`src/hdl/assert_macros.svh`:
```
// Assertion macros used by the top level of the string unescaper.
`ifndef ASSERT_MACROS_SVH
`define ASSERT_MACROS_SVH

// Consequent must hold in the same cycle as the antecedent.
`define ASSERT_SAME(lbl, ante, cons) \
   lbl: assert property (@(posedge clock) disable iff (reset) (ante) |-> (cons)) \
      else $error("assertion failed");

// Consequent must hold in the cycle after the antecedent.
`define ASSERT_NEXT(lbl, ante, cons) \
   lbl: assert property (@(posedge clock) disable iff (reset) (ante) |=> (cons)) \
      else $error("assertion failed");

`endif

```
`src/hdl/jsu_pkg.sv`:
```
// Types and constants of the JSON string unescaper.
package jsu_pkg;

   localparam int MaxResults = 4;

   localparam logic [1:0] KIND_DATA         = 2'd0;
   localparam logic [1:0] KIND_CLOSED       = 2'd1;
   localparam logic [1:0] KIND_NO_QUOTE     = 2'd2;
   localparam logic [1:0] KIND_UNTERMINATED = 2'd3;

   localparam logic [1:0] MODE_AWAIT  = 2'd0;
   localparam logic [1:0] MODE_STRING = 2'd1;
   localparam logic [1:0] MODE_ESCAPE = 2'd2;
   localparam logic [1:0] MODE_HEX    = 2'd3;

   localparam logic [7:0] CHAR_QUOTE     = 8'h22;
   localparam logic [7:0] CHAR_BACKSLASH = 8'h5C;
   localparam logic [7:0] CHAR_LOWER_U   = 8'h75;
   localparam logic [7:0] CHAR_LOWER_N   = 8'h6E;
   localparam logic [7:0] CHAR_LOWER_T   = 8'h74;
   localparam logic [7:0] CHAR_LOWER_R   = 8'h72;
   localparam logic [7:0] CHAR_NEWLINE   = 8'h0A;
   localparam logic [7:0] CHAR_TAB       = 8'h09;
   localparam logic [7:0] CHAR_RETURN    = 8'h0D;

   localparam logic [7:0]  UTF8_LEAD2 = 8'hC0;
   localparam logic [7:0]  UTF8_LEAD3 = 8'hE0;
   localparam logic [7:0]  UTF8_CONT  = 8'h80;
   localparam logic [7:0]  UTF8_MASK  = 8'h3F;
   localparam logic [15:0] UTF8_TWO_BYTE_LIMIT = 16'h0800;
   localparam logic [15:0] UTF8_ONE_BYTE_LIMIT = 16'h0080;

   typedef struct packed {
      logic [1:0]  mode;
      logic [15:0] code_point;
      logic [1:0]  hex_count;
   } state_type;

   typedef struct packed {
      logic [7:0] data;
      logic [1:0] kind;
   } entry_type;

   typedef struct packed {
      entry_type [MaxResults-1:0] entry;
      logic [2:0]                 count;
   } burst_type;

endpackage

```
`src/hdl/jsu_req_if.sv`:
```
// Handshake interface that carries raw input bytes.
interface jsu_req_if;
   logic       valid;
   logic       ready;
   logic [7:0] in_byte;
   logic       in_last;

   modport source (output valid, output in_byte, output in_last, input ready);
   modport sink (input valid, input in_byte, input in_last, output ready);
endinterface

```
`src/hdl/jsu_rsp_if.sv`:
```
// Handshake interface that carries decoded results.
interface jsu_rsp_if;
   logic       valid;
   logic       ready;
   logic [7:0] out_byte;
   logic [1:0] result_kind;
   logic       run_last;

   modport source (output valid, output out_byte, output result_kind, output run_last,
                   input ready);
   modport sink (input valid, input out_byte, input result_kind, input run_last,
                 output ready);
endinterface

```
`src/hdl/jsu_decode.sv`:
```
// Combinational decode of one input byte into a burst of results and the next state.
module jsu_decode
   import jsu_pkg::*;
(
   input  state_type  state,
   input  logic [7:0] in_byte,
   input  logic       in_last,
   output state_type  state_next,
   output burst_type  burst
);

   function automatic logic [3:0] hex_value(input logic [7:0] h);
      logic [3:0] v;
      v = 4'd0;
      if (h >= 8'h30 && h <= 8'h39) begin
         v = h[3:0];
      end else if ((h >= 8'h61 && h <= 8'h66) || (h >= 8'h41 && h <= 8'h46)) begin
         v = h[3:0] + 4'd9;
      end
      return v;
   endfunction

   function automatic logic [7:0] unescape(input logic [7:0] b);
      logic [7:0] r;
      case (b)
         CHAR_LOWER_N: r = CHAR_NEWLINE;
         CHAR_LOWER_T: r = CHAR_TAB;
         CHAR_LOWER_R: r = CHAR_RETURN;
         default:      r = b;
      endcase
      return r;
   endfunction

   always_comb begin
      logic [2:0]  n;
      logic        closed;
      logic [15:0] cp;
      n      = 3'd0;
      closed = 1'b0;
      cp     = {state.code_point[11:0], hex_value(in_byte)};
      state_next = state;
      burst      = '0;

      case (state.mode)
         MODE_AWAIT: begin
            if (in_byte == CHAR_QUOTE) begin
               state_next.mode = MODE_STRING;
            end else begin
               burst.entry[n[1:0]] = '{data: 8'd0, kind: KIND_NO_QUOTE};
               n      = n + 3'd1;
               closed = 1'b1;
            end
         end
         MODE_STRING: begin
            if (in_byte == CHAR_BACKSLASH) begin
               if (in_last) begin
                  burst.entry[n[1:0]] = '{data: in_byte, kind: KIND_DATA};
                  n = n + 3'd1;
               end else begin
                  state_next.mode = MODE_ESCAPE;
               end
            end else if (in_byte == CHAR_QUOTE) begin
               burst.entry[n[1:0]] = '{data: 8'd0, kind: KIND_CLOSED};
               n      = n + 3'd1;
               closed = 1'b1;
               state_next.mode = MODE_AWAIT;
            end else begin
               burst.entry[n[1:0]] = '{data: in_byte, kind: KIND_DATA};
               n = n + 3'd1;
            end
         end
         MODE_ESCAPE: begin
            if (in_byte == CHAR_LOWER_U) begin
               state_next.mode       = MODE_HEX;
               state_next.code_point = '0;
               state_next.hex_count  = '0;
            end else begin
               burst.entry[n[1:0]] = '{data: unescape(in_byte), kind: KIND_DATA};
               n = n + 3'd1;
               state_next.mode = MODE_STRING;
            end
         end
         default: begin
            if (state.hex_count == 2'd3) begin
               if (cp < UTF8_ONE_BYTE_LIMIT) begin
                  burst.entry[0] = '{data: cp[7:0], kind: KIND_DATA};
                  n = 3'd1;
               end else if (cp < UTF8_TWO_BYTE_LIMIT) begin
                  burst.entry[0] = '{data: UTF8_LEAD2 | {3'd0, cp[10:6]}, kind: KIND_DATA};
                  burst.entry[1] = '{data: UTF8_CONT | ({2'd0, cp[5:0]} & UTF8_MASK),
                                     kind: KIND_DATA};
                  n = 3'd2;
               end else begin
                  burst.entry[0] = '{data: UTF8_LEAD3 | {4'd0, cp[15:12]}, kind: KIND_DATA};
                  burst.entry[1] = '{data: UTF8_CONT | ({2'd0, cp[11:6]} & UTF8_MASK),
                                     kind: KIND_DATA};
                  burst.entry[2] = '{data: UTF8_CONT | ({2'd0, cp[5:0]} & UTF8_MASK),
                                     kind: KIND_DATA};
                  n = 3'd3;
               end
               state_next.mode       = MODE_STRING;
               state_next.code_point = '0;
               state_next.hex_count  = '0;
            end else begin
               state_next.code_point = cp;
               state_next.hex_count  = state.hex_count + 2'd1;
            end
         end
      endcase

      if (in_last && !closed) begin
         burst.entry[n[1:0]] = '{data: 8'd0, kind: KIND_UNTERMINATED};
         n = n + 3'd1;
         state_next.mode       = MODE_AWAIT;
         state_next.code_point = '0;
         state_next.hex_count  = '0;
      end

      burst.count = n;
   end

endmodule

```
`src/hdl/json_string_unescaper_top.sv`:
```
// Top level of the JSON string unescaper: decode state and the result burst buffer.
//
// The req channel carries one raw byte per transaction with in_last marking the end
// of the available input. The rsp channel carries zero to four results per input
// byte: decoded data bytes, a string-closed mark, a missing-quote mark or an
// unterminated mark, with run_last set on the final result of each input byte.
// An accepted byte is decoded in the same cycle and its results are written into
// a four-entry burst register; the first result is offered on rsp in the next
// cycle. Results leave one per cycle while the receiver is ready. A new byte is
// taken while the last result of the previous burst is being handed off, so with
// the receiver ready a stream of bytes that each give at most one result flows at
// one byte per cycle. Bytes that give no result (an opening quote, a backslash, a
// hex digit before the fourth) leave nothing on rsp. Reset is synchronous: the
// block waits for an opening quote with an empty burst register. When the
// receiver stalls, the current result holds and req_ch.ready drops until the
// burst is down to its last result being taken.
module json_string_unescaper_top
   import jsu_pkg::*;
(
   input  logic     clock,
   input  logic     reset,
   jsu_req_if.sink   req_ch,
   jsu_rsp_if.source rsp_ch
);

`include "assert_macros.svh"

   state_type                  state_ff, state_in;
   entry_type [MaxResults-1:0] buf_ff, buf_in;
   logic [2:0]                 rem_ff, rem_in;
   logic [1:0]                 idx_ff, idx_in;
   state_type                  state_dec;
   burst_type                  burst;
   logic                       req_fire, rsp_fire;

   jsu_decode u_decode (
      .state      (state_ff),
      .in_byte    (req_ch.in_byte),
      .in_last    (req_ch.in_last),
      .state_next (state_dec),
      .burst      (burst)
   );

   assign rsp_fire     = rsp_ch.valid && rsp_ch.ready;
   assign req_ch.ready = (rem_ff == 3'd0) || ((rem_ff == 3'd1) && rsp_ch.ready);
   assign req_fire     = req_ch.valid && req_ch.ready;

   assign rsp_ch.valid       = (rem_ff != 3'd0);
   assign rsp_ch.out_byte    = buf_ff[idx_ff].data;
   assign rsp_ch.result_kind = buf_ff[idx_ff].kind;
   assign rsp_ch.run_last    = (rem_ff == 3'd1);

   always_comb begin
      state_in = state_ff;
      buf_in   = buf_ff;
      rem_in   = rem_ff;
      idx_in   = idx_ff;
      if (req_fire) begin
         state_in = state_dec;
         buf_in   = burst.entry;
         rem_in   = burst.count;
         idx_in   = 2'd0;
      end else if (rsp_fire) begin
         rem_in = rem_ff - 3'd1;
         idx_in = idx_ff + 2'd1;
      end
   end

   always_ff @(posedge clock) begin
      if (reset) begin
         state_ff <= '{mode: MODE_AWAIT, code_point: 16'd0, hex_count: 2'd0};
         rem_ff   <= 3'd0;
         idx_ff   <= 2'd0;
      end else begin
         state_ff <= state_in;
         rem_ff   <= rem_in;
         idx_ff   <= idx_in;
      end
      buf_ff <= buf_in;
   end

   `ASSERT_SAME(a_rem_range, 1'b1, rem_ff <= 3'd4)
   `ASSERT_SAME(a_idx_within_burst, rsp_ch.valid, ({1'b0, idx_ff} + rem_ff) <= 3'd4)
   `ASSERT_SAME(a_no_overwrite, req_fire, (rem_ff == 3'd0) || (rem_ff == 3'd1 && rsp_fire))
   `ASSERT_SAME(a_marks_carry_zero, rsp_ch.valid && rsp_ch.result_kind != KIND_DATA,
                rsp_ch.out_byte == 8'd0)
   `ASSERT_NEXT(a_hex_count_idle, state_ff.mode != MODE_HEX && !req_fire,
                $stable(state_ff.hex_count))

endmodule

```
`src/flat_wrapper.sv`:
```
// flat-port wrapper written by rule: the top's interface ports become plain ports
module json_string_unescaper_top_flat import jsu_pkg::*;
  (clock, reset, req_ch_valid, req_ch_in_byte, req_ch_in_last, req_ch_ready, rsp_ch_valid, rsp_ch_out_byte, rsp_ch_result_kind, rsp_ch_run_last, rsp_ch_ready);
  jsu_req_if req_ch_i ();
  jsu_rsp_if rsp_ch_i ();
  input  logic clock;
  input  logic reset;
  input wire logic [$bits(req_ch_i.valid)-1:0] req_ch_valid;
  input wire logic [$bits(req_ch_i.in_byte)-1:0] req_ch_in_byte;
  input wire logic [$bits(req_ch_i.in_last)-1:0] req_ch_in_last;
  output wire logic [$bits(req_ch_i.ready)-1:0] req_ch_ready;
  output wire logic [$bits(rsp_ch_i.valid)-1:0] rsp_ch_valid;
  output wire logic [$bits(rsp_ch_i.out_byte)-1:0] rsp_ch_out_byte;
  output wire logic [$bits(rsp_ch_i.result_kind)-1:0] rsp_ch_result_kind;
  output wire logic [$bits(rsp_ch_i.run_last)-1:0] rsp_ch_run_last;
  input wire logic [$bits(rsp_ch_i.ready)-1:0] rsp_ch_ready;
  assign req_ch_i.valid = req_ch_valid;
  assign req_ch_i.in_byte = req_ch_in_byte;
  assign req_ch_i.in_last = req_ch_in_last;
  assign req_ch_ready = req_ch_i.ready;
  assign rsp_ch_valid = rsp_ch_i.valid;
  assign rsp_ch_out_byte = rsp_ch_i.out_byte;
  assign rsp_ch_result_kind = rsp_ch_i.result_kind;
  assign rsp_ch_run_last = rsp_ch_i.run_last;
  assign rsp_ch_i.ready = rsp_ch_ready;
  json_string_unescaper_top u_core (.clock(clock), .reset(reset), .req_ch(req_ch_i), .rsp_ch(rsp_ch_i));
endmodule
```
`config.mk`:
```
export PLATFORM = sky130hd
export DESIGN_NAME = json_string_unescaper_top_flat
export DESIGN_NICKNAME = d
export VERILOG_FILES = /design/src/hdl/jsu_pkg.sv /design/src/hdl/jsu_req_if.sv /design/src/hdl/jsu_rsp_if.sv /design/src/hdl/jsu_decode.sv /design/src/hdl/json_string_unescaper_top.sv /design/src/flat_wrapper.sv
export VERILOG_INCLUDE_DIRS = /design/src /design/src/hdl
export SDC_FILE = /design/constraint.sdc
export NUM_CORES = 1
export LEC_CHECK = 0
export BUFFER_PORTS_ARGS = -buffer_cell sky130_fd_sc_hd__buf_2
export CAP_MARGIN = 0
export CORE_AREA = 4 4 86 88
export DETAILED_ROUTE_END_ITERATION = 12
export DIE_AREA = 0 0 90 92
export SLEW_MARGIN = 20
export SYNTH_ARGS = -nofsm -noshare
export SYNTH_HDL_FRONTEND = slang
export SYNTH_SLANG_ARGS = --single-unit
export TNS_END_PERCENT = 5
```
`constraint.sdc`:
```
create_clock -name clock -period 4.4 [get_ports clock]
set_clock_uncertainty 0.1 [all_clocks]
set_input_delay 0.22 -clock clock [delete_from_list [all_inputs] [get_ports clock]]
set_output_delay 0.22 -clock clock [all_outputs]
set_load 0.01 [all_outputs]
```
==> results of run 1 <==
[metrics by stage]
step           area, um^2  total power, mW
3_3_place_gp         3200             1.03
5_1_grt              3290             1.37
2_1_floorplan        3020            0.900
4_1_cts              3290             1.30
6_report             3290             1.28
3_5_place_dp         3200             1.04
[path summary, 6_finish.rpt]
path / from / to / cells past startpoint
setup / recovery: u_core.state_ff[5] / u_core.buf_ff[2] / 8
hold reg to reg: u_core.state_ff[1] / u_core.state_ff[1] / 2
setup reg to reg: u_core.state_ff[5] / u_core.buf_ff[2] / 8
hold / removal: rsp_ch_ready / u_core.rem_ff[2] / 2
[metal layers]
layer | GRT usage [%] | wire length, um | share of wire (%)
met3 | 2.38 | 215 | 3.2
met2 | 25.6 | 2990 | 45
met4 | 6.76 | 78 | 1.2
met1 | 23.6 | 3340 | 50
met5 | 0 | 0 | 0
[Yosys cell counts, drive strengths merged, types with 4 or more instances]
cell,count
a21o,5
a21oi,11
a22o,12
a22oi,6
a31oi,4
and2,13
buf,5
clkbuf,4
dfxtp,21
edfxtp,27
ha,17
inv,16
mux2i,8
nand2,21
nand3,12
nor2,27
nor3,7
nor4,4
o21ai,15
o31ai,5
o32ai,5
[worst register-to-register path: cells and delay by family (launching register included)]
kind,cells,cell delay [ns]
and+or+nand+nor,4,1.23
AOI/OAI and AO/OA,2,0.59
DFF,1,0.38
adders and majority gates,1,0.23
buffers and inverters,1,0.09
[kinds of logic after synthesis]
kind of cell	synth area share, %
flip-flops	40.7
adder cells (fa/ha/maj)	7.04
AND/OR/NAND/NOR	20.0
AO/OA/AOI/OAI	23.1
buffers and inverters	3.69
XOR/XNOR	0.870
multiplexers	4.51
[sequential cells by signal, summed over array words and instances (netlist names)]
register / flops
u_core.buf_ff: 27
u_core.state_ff: 16
u_core.rem_ff: 3
u_core.idx_ff: 2
[report_power, final]
| group | internal (mW) | switching (mW) |
|---|---|---|
| Sequential | 0.580 | 0.0466 |
| Clock | 0.111 | 0.147 |
| Combinational | 0.162 | 0.229 |
| Total | 0.853 | 0.423 |
[cell type report]
class	count	area, um^2
inverters	16	60.1
flip-flops and latches	48	1230
clock buffers	5	68.8
fillers	613	3350
well taps	80	100
clock inverters	3	17.5
repair buffers	26	133
multi-input cells	230	1680
==> flow_metrics.py, run 1 <==
metrics = {
    "run_status": {
        "status": "finished, final reports clean",
    },
    "detailed_routing": {
        "routedWlPerCell_um": 16.2,
        "first_iter_violations": 118,
        "drc": 0,
        "ant_nets": 0,
        "num_vias": 2398,
        "via_per_inst": 5.88,
        "dr.pass1.iters": 5,
        "wirelength_um": 6620,
    },
    "setup_path": {
        "max_stage_delay_ns": 0.60,
        "cp_cell_sequence": "nor4_2, nor3_2, o21ai_0, and2_1, inv_1, ha_1, and2_1, o32ai_1",
        "critPathKind": "reg -> reg",
        "critPathMostFrequentCell": "and2_1",
        "reg2reg_slack_ns": 1.57,
        "cpMaxStageDelayCell": "nor4_2",
        "critPathLaunchType": "flip-flop",
        "crit_arrival_ns": 2.82,
        "critical_path_buf_inv_count": 1,
        "critPathMaxFanout": 8,
        "worstSetupEndpointType": "flip-flop",
        "worstPathRequired_ns": 4.39,
        "path_delay_family": "simple AND/OR/NAND/NOR gates",
    },
    "pwr": {
        "powerDensity_nw_per_um2": 388,
        "peakVddDrop_v": 0.000172,
        "leakage_nw": 1.20,
    },
    "cts": {
        "cts_tree": "yes",
        "ctsResizeCount": 0,
        "path_clk_slew_ns": 0.09,
        "clock-sinks": 48,
        "cts_buffers": 5,
        "cts_hold_buf": 0,
        "htreeDepth": 2,
        "clk_latency_ns": 0.30,
        "root_buffer": "clkbuf_8",
        "clockBufferDepth": 2,
        "post-cts-setup-buffers": 0,
    },
    "die": {
        "die_width_um": 90,
        "die_h_um": 92,
        "io_pins": 26,
        "rows": 30,
        "dieArea_um2": 8280,
        "start_util_pct": 45.5,
        "core_um2": 6640,
    },
    "sta": {
        "worstMarginPinSlew_ns": 0.841,
        "hold_viol": 0,
        "hold_ws_ns": 0.0881,
        "slew_headroom_pct": 44.0,
        "grt_setup_unrepaired": "false",
        "final.setup.tns_ns": 0,
        "fin_ws_ns": 1.57,
        "slew_viol_final": 0,
        "layout_min_cycle_time_ns": 2.83,
        "setup_viol": 0,
        "fmax_ghz": 0.353,
        "post-route-period-util_pct": 64.3,
    },
    "logic_synthesis": {
        "synth-edff-count": 27,
        "syn_inst": 303,
        "synth-main-ff-cell": "edfxtp_1",
        "synth_area_leader_cell": "edfxtp_1",
        "synthTopCellsByArea": "edfxtp_1, dfxtp_1, ha_1, a22o_1, nor2_1",
        "synth.yosys.seq_area_share_pct": 40.7,
        "synth-seq-cells": 48,
        "synthesis.area_um2": 3020,
        "synth_nets": 333,
        "avgSynthCellArea_um2": 9.97,
        "synth_cell_types": 64,
        "ys_async_sr_fraction_pct": 0,
        "synth_top_area_share_pct": 26.8,
        "yosysWarnings": 0,
    },
    "finish": {
        "final_cell_mix": "nor2_1, edfxtp_1, buf_2, nand2_1, dfxtp_1",
        "fin_nets": 357,
        "num_antenna_cells": 0,
        "drive_gt1_share_pct": 15.2,
        "fin_cells": 408,
        "syn_to_final_growth_pct": 8.86,
        "final_core_util_pct": 49.5,
    },
    "place": {
        "dp_hpwl_um": 5030,
        "port_buffers": 25,
        "place_ws_ns": 1.65,
        "gp_congestion": 0.911,
        "dp_cells": 400,
    },
    "global_routing": {
        "grt_first_pass_wirelength_um": 11200,
        "antenna_found_initial": 0,
        "grt.total_usage_pct": 16.7,
        "grt_max_degree": 33,
        "grt_overflow": 0,
        "grt_pass1_vias": 2253,
    },
    "job": {
        "cap_viol_max_count": 0,
    },
    "worst_hold_path": {
        "hold_path.class": "in -> reg",
    },
}
(Power assumes the default switching activity.)
==> run 2: changes to the inputs <==
--- a/config.mk
+++ b/config.mk
@@ -11,6 +11,7 @@
 export CORE_AREA = 4 4 86 88
 export DETAILED_ROUTE_END_ITERATION = 12
 export DIE_AREA = 0 0 90 92
+export PLACE_DENSITY = 0.66
 export SLEW_MARGIN = 20
 export SYNTH_ARGS = -nofsm -noshare
 export SYNTH_HDL_FRONTEND = slang
==> constraint.sdc (replaced) <==
create_clock -name clock -period 2.35 [get_ports clock]
set_clock_uncertainty 0.1 [all_clocks]
set_input_delay 0.1175 -clock clock [delete_from_list [all_inputs] [get_ports clock]]
set_output_delay 0.1175 -clock clock [all_outputs]
set_load 0.01 [all_outputs]
==> run 2 against run 1 <==
Net effect: sequential cell count stayed put; wire length rose by 5.9%; worst hold slack worse by 0.040 ns; count of clock-buffer cells in the layout unchanged; final cell count rose by 11%; clock power grew to 2.8 times the previous value; maximum frequency rose by 25%; total power increased by 110%; global-route usage is 0.52 points higher; critical path type unchanged; largest cell class unchanged.
==> flow_metrics.py, run 2 (synthesized netlist as in run 1, its figures left out) <==
metrics = {
    "run_status": {
        "status": "finished, final reports clean",
    },
    "setup_path": {
        "critPathMaxFanout": 7,
        "critical_path_buf_inv_count": 2,
        "crit_arrival_ns": 2.22,
        "critPathLaunchType": "flip-flop",
        "cpMaxStageDelayCell": "or4_4",
        "max_stage_delay_ns": 0.55,
        "critPathMostFrequentCell": "and2_1",
        "critPathKind": "reg -> reg",
        "worstPathRequired_ns": 2.31,
        "cp_cell_sequence": "or4_4, nor3_4, o21ai_1, and2_1, inv_1, ha_2, a211oi_2, buf_4, and2_1",
        "worstSetupEndpointType": "flip-flop",
        "path_delay_family": "simple AND/OR/NAND/NOR gates",
    },
    "finish": {
        "fill_cells": 587,
        "syn_to_final_growth_pct": 24.1,
        "num_antenna_cells": 0,
        "regMostFlops": "u_core.buf_ff",
        "reg_top3": "u_core.buf_ff: 27 flops, u_core.state_ff: 16 flops, u_core.rem_ff: 3 flops",
        "final_cell_mix": "buf_4, nor2_1, edfxtp_1, buf_2",
        "final_common_cell": "buf_4",
        "fin_nets": 401,
        "drive_gt1_share_pct": 27.4,
        "final_core_util_pct": 56.5,
        "largest_reg_flops": 27,
    },
    "job": {
        "cap_viol_max_count": 0,
    },
    "global_routing": {
        "grt_max_degree": 32,
        "met3_usage_pct": 2.95,
        "grt_overflow": 0,
        "grt.total_usage_pct": 17.2,
        "busiest_layer": "met2",
        "use_met1_pct": 23.0,
        "use_met2_pct": 28.9,
        "grt_pass1_vias": 2453,
        "antenna_found_initial": 0,
        "grt_first_pass_wirelength_um": 11700,
    },
    "cts": {
        "clock-sinks": 48,
        "clk_latency_ns": 0.30,
        "cts_buffers": 5,
        "htreeDepth": 2,
        "cts_tree": "yes",
        "path_clk_slew_ns": 0.09,
        "root_buffer": "clkbuf_8",
        "clockBufferDepth": 2,
    },
    "detailed_routing": {
        "num_vias": 2621,
        "drc": 0,
        "first_iter_violations": 210,
        "via_per_inst": 5.80,
        "dr.pass1.iters": 4,
        "routedWlPerCell_um": 15.5,
        "ant_nets": 0,
        "wirelength_um": 7020,
    },
    "pwr": {
        "leakage_nw": 1.45,
        "clkPwrFrac_pct": 26.4,
        "pwr-share-seq_pct": 43.2,
        "powerDensity_nw_per_um2": 717,
        "pwr-share-comb_pct": 30.4,
        "swShare_pct": 30.5,
        "netSwitchingPower_mw": 0.820,
        "internal_power_mw": 1.87,
        "peakVddDrop_v": 0.000285,
    },
    "die": {
        "io_pins": 26,
        "die_width_um": 90,
        "dieArea_um2": 8280,
        "start_util_pct": 45.5,
        "core_um2": 6640,
        "die_h_um": 92,
        "rows": 30,
    },
    "sta": {
        "layout_min_cycle_time_ns": 2.26,
        "grt_setup_unrepaired": "true",
        "slew_headroom_pct": 51.3,
        "slew_viol_final": 0,
        "hold_viol": 0,
        "setup_viol": 0,
        "final.setup.tns_ns": 0,
        "fmax_ghz": 0.442,
        "worstMarginPinSlew_ns": 0.723,
        "post-route-period-util_pct": 96.2,
    },
    "place": {
        "port_buffers": 25,
        "gp_congestion": 0.895,
        "dp_hpwl_um": 5460,
    },
    "worst_hold_path": {
        "hold_path.class": "in -> reg",
    },
}
[run 2: cell types whose count changed in the layout (fill, tap and decap cells not counted), moves of 2 or more]
cell,change
buf_4,+40
ha_1,-3
ha_2,+3
buf_12,+2
bufinv_16,+2
[run 2: power by group through the flow]
stage / sequential, mW / clock (mW) / combinational, mW
2_1_floorplan: 1.15 / 0 / 0.534
3_3_place_gp: 1.18 / 0 / 0.814
3_5_place_dp: 1.18 / 0 / 0.831
4_1_cts: 1.16 / 0.723 / 0.833
5_1_grt: 1.18 / 0.760 / 0.916
6_report: 1.16 / 0.711 / 0.818
[run 2: layout make-up]
| type | instances | area, um^2 | share of cell area (%) |
|---|---|---|---|
| sequential | 48 | 1230 | 32.8 |
| clock inverter | 3 | 68.8 | 1.83 |
| tap | 80 | 100 | 2.67 |
| inverter | 16 | 60.1 | 1.60 |
| clock buffer | 5 | 68.8 | 1.83 |
| timing repair buffer | 70 | 494 | 13.2 |
| multi-input combinational | 230 | 1730 | 46.1 |
[run 2: repair_timing]
action	CTS	global route
endpoints found under the hold margin	1	0
hold buffers	1	0
resized for setup	2	8
pin swaps	0	3
setup endpoints to repair	8	28
setup buffers	0	1
[run 2: path summary, 6_finish.rpt]
check,startpoint,end,slack (ns),depth (start not counted)
worst max-delay path,u_core.state_ff[11],u_core.buf_ff[26],0.09,9
worst min-delay path,reset,u_core.idx_ff[0],0.05,2
worst max register to register,u_core.state_ff[11],u_core.buf_ff[26],0.09,9
worst min register to register,u_core.state_ff[1],u_core.state_ff[1],0.43,2
[run 2: through the flow]
| stage | total power [mW] | std cells | worst slack [ns] | instance area, um^2 | hold slack (ns) |
|---|---|---|---|---|---|
| 2_1_floorplan | 1.69 | 303 | 0.00301 | 3040 | 0.135 |
| 3_3_place_gp | 1.99 | 442 | 0.0338 | 3560 | 0.290 |
| 3_5_place_dp | 2.01 | 442 | -0.0177 | 3560 | 0.292 |
| 4_1_cts | 2.72 | 451 | 0.0165 | 3710 | 0.0385 |
| 5_1_grt | 2.86 | 452 | -0.00840 | 3750 | 0.0431 |
| 6_report | 2.69 | 452 | 0.0901 | 3750 | 0.0483 |
[run 2: metal layers]
metal | part of all wire [%] | wire (um) | vias up
met5 | 0 | 0 | -
met1 | 47 | 3270 | 1247
met3 | 3.9 | 271 | 9
li1 | - | - | 1298
met2 | 48 | 3380 | 67
met4 | 1.3 | 93 | 0
==> run 3: changes to the inputs <==
--- a/config.mk
+++ b/config.mk
@@ -8,12 +8,13 @@
 export LEC_CHECK = 0
 export BUFFER_PORTS_ARGS = -buffer_cell sky130_fd_sc_hd__buf_2
 export CAP_MARGIN = 0
-export CORE_AREA = 4 4 86 88
+export CORE_AREA = 4 4 91 102
 export DETAILED_ROUTE_END_ITERATION = 12
-export DIE_AREA = 0 0 90 92
+export DIE_AREA = 0 0 95 106
 export PLACE_DENSITY = 0.66
 export SLEW_MARGIN = 20
 export SYNTH_ARGS = -nofsm -noshare
 export SYNTH_HDL_FRONTEND = slang
+export SYNTH_HIERARCHICAL = 1
 export SYNTH_SLANG_ARGS = --single-unit
 export TNS_END_PERCENT = 5
==> run 3 against run 2 <==
Net effect: die area up 22%; first-iteration DRC count down 6.2%; final cell count up 20%; synthesized area up 20%; utilization down 2.7 points; largest power group unchanged; global-route usage up 0.23 points; via count up 13%; maximum frequency down 2.5%; synthesized cell count up 20%.
==> flow_metrics.py, run 3 <==
metrics = {
    "finish": {
        "regMostFlops": "u_core/buf_ff",
        "fin_area_um2": 4430,
        "largest_reg_flops": 40,
        "syn_to_final_growth_pct": 22.1,
        "reg_top3": "u_core/buf_ff: 40 flops, u_core/state_ff: 16 flops, u_core/rem_ff: 3 flops",
        "num_antenna_cells": 0,
        "drive_gt1_share_pct": 29.9,
        "final_common_cell": "buf_4",
        "final_cell_mix": "buf_4, nand2_1, edfxtp_1, nor2_1, a21oi_1",
        "fin_cells": 542,
        "fin_nets": 451,
    },
    "pwr": {
        "powerDensity_nw_per_um2": 825,
        "leakage_nw": 1.69,
        "power_mw": 3.65,
        "peakVddDrop_v": 0.000325,
    },
    "detailed_routing": {
        "drc": 0,
        "num_vias": 2957,
        "via_per_inst": 5.46,
        "ant_nets": 0,
        "first_iter_violations": 197,
        "routedWlPerCell_um": 15.6,
        "wirelength_um": 8470,
        "dr.pass1.iters": 4,
    },
    "sta": {
        "post-route-period-util_pct": 98.6,
        "final.setup.tns_ns": 0,
        "fmax_ghz": 0.432,
        "hold_ws_ns": 0.0420,
        "grt_setup_unrepaired": "true",
        "hold_viol": 0,
        "worstMarginPinSlew_ns": 1.01,
        "slew_headroom_pct": 32.4,
        "slew_viol_final": 0,
        "layout_min_cycle_time_ns": 2.32,
        "setup_viol": 0,
    },
    "setup_path": {
        "worstPathRequired_ns": 2.34,
        "max_stage_delay_ns": 0.55,
        "cp_cell_sequence": "or4_4, o31ai_4, nand4_1, inv_2, ha_4, a211o_4, clkinv_2, and2_1",
        "critPathKind": "reg -> reg",
        "critPathLaunchType": "flip-flop",
        "critical_path_buf_inv_count": 2,
        "worstSetupEndpointType": "flip-flop",
        "critPathMaxFanout": 5,
        "cpMaxStageDelayCell": "or4_4",
        "path_delay_family": "simple AND/OR/NAND/NOR gates",
        "crit_arrival_ns": 2.30,
    },
    "place": {
        "port_buffers": 25,
        "dp_hpwl_um": 6380,
        "gp_congestion": 0.934,
        "postPlaceCellArea_um2": 4100,
        "dp_cells": 523,
    },
    "global_routing": {
        "grt_overflow": 0,
        "antenna_found_initial": 0,
        "grt_first_pass_wirelength_um": 13700,
        "grt.total_usage_pct": 17.4,
        "grt_max_degree": 35,
        "grt_pass1_vias": 2861,
    },
    "die": {
        "start_util_pct": 44.0,
        "dieArea_um2": 10100,
        "die_h_um": 106,
        "die_width_um": 95,
        "rows": 35,
        "core_um2": 8230,
        "io_pins": 26,
    },
    "logic_synthesis": {
        "yosysWarnings": 6,
        "avgSynthCellArea_um2": 9.96,
        "syn_inst": 364,
        "synthesis.area_um2": 3630,
    },
    "worst_hold_path": {
        "hold_path.class": "in -> reg",
    },
    "job": {
        "cap_viol_max_count": 0,
    },
    "cts": {
        "htreeDepth": 3,
        "root_buffer": "clkbuf_8",
        "clockBufferDepth": 2,
        "clock-sinks": 61,
        "cts_tree": "yes",
        "cts_hold_buf": 0,
        "cts_buffers": 9,
        "path_clk_slew_ns": 0.06,
        "clk_latency_ns": 0.33,
    },
    "run_status": {
        "status": "finished, final reports clean",
    },
}
==> run 3: area by class of cell <==
type,instances,area (um^2)
multi-input combinational,263,1870
sequential,61,1620
timing repair buffer,76,533
tap,111,139
fill,754,3810
inverter,15,57.6
clock inverter,4,72.6
clock buffer,12,135
==> run 3: per-stage QoR <==
stage / setup WS [ns] / util (%)
global placement: -0.0815 / 49.8
global route: -0.0502 / 53.8
finish: 0.0331 / 53.8
detailed placement: -0.142 / 49.8
CTS: 0.00734 / 52.6
floorplan: -0.0535 / -
==> run 3: worst register-to-register path, delay by kind of cell, from the launching register on <==
family / cells / cell delay, ns
AND/OR/NAND/NOR: 3 / 0.91
AO/OA/AOI/OAI: 2 / 0.37
flip-flops: 1 / 0.32
buffers and inverters: 2 / 0.23
adder cells (fa/ha/maj): 1 / 0.15
==> run 3: repair_timing <==
action                     CTS  global route
cloned                       0             0
pin swaps                    3             8
resized for setup            3            19
setup endpoints to repair   17            23
buffers inserted             2             1
==> run 3: path summary, 6_finish.rpt <==
path | start | to | slack (ns) | cells after the start
worst min-delay path | rsp_ch_ready | u_core/rem_ff[2] | 0.04 | 4
worst max register to register | u_core/state_ff[10] | u_core/buf_ff[26] | 0.03 | 8
worst min register to register | u_core/state_ff[1] | u_core/state_ff[1] | 0.38 | 2
worst max-delay path | u_core/state_ff[10] | u_core/buf_ff[26] | 0.03 | 8
==> run 3: per-layer routing <==
| layer | GRT usage (%) | up-vias | wire length (um) |
|---|---|---|---|
| li1 | - | 1447 | - |
| met1 | 22.0 | 1429 | 3690 |
| met2 | 29.2 | 67 | 4250 |
| met3 | 3.89 | 14 | 365 |
| met4 | 6.08 | 0 | 167 |
| met5 | 0 | - | 0 |
==> run 3: power by group <==
| part | total [mW] | leakage, nW | internal, mW | switching, mW |
|---|---|---|---|---|
| sequential | 1.55 | 0.553 | 1.46 | 0.0914 |
| combinational | 1.12 | 1.04 | 0.486 | 0.631 |
| clock | 0.981 | 0.101 | 0.597 | 0.385 |
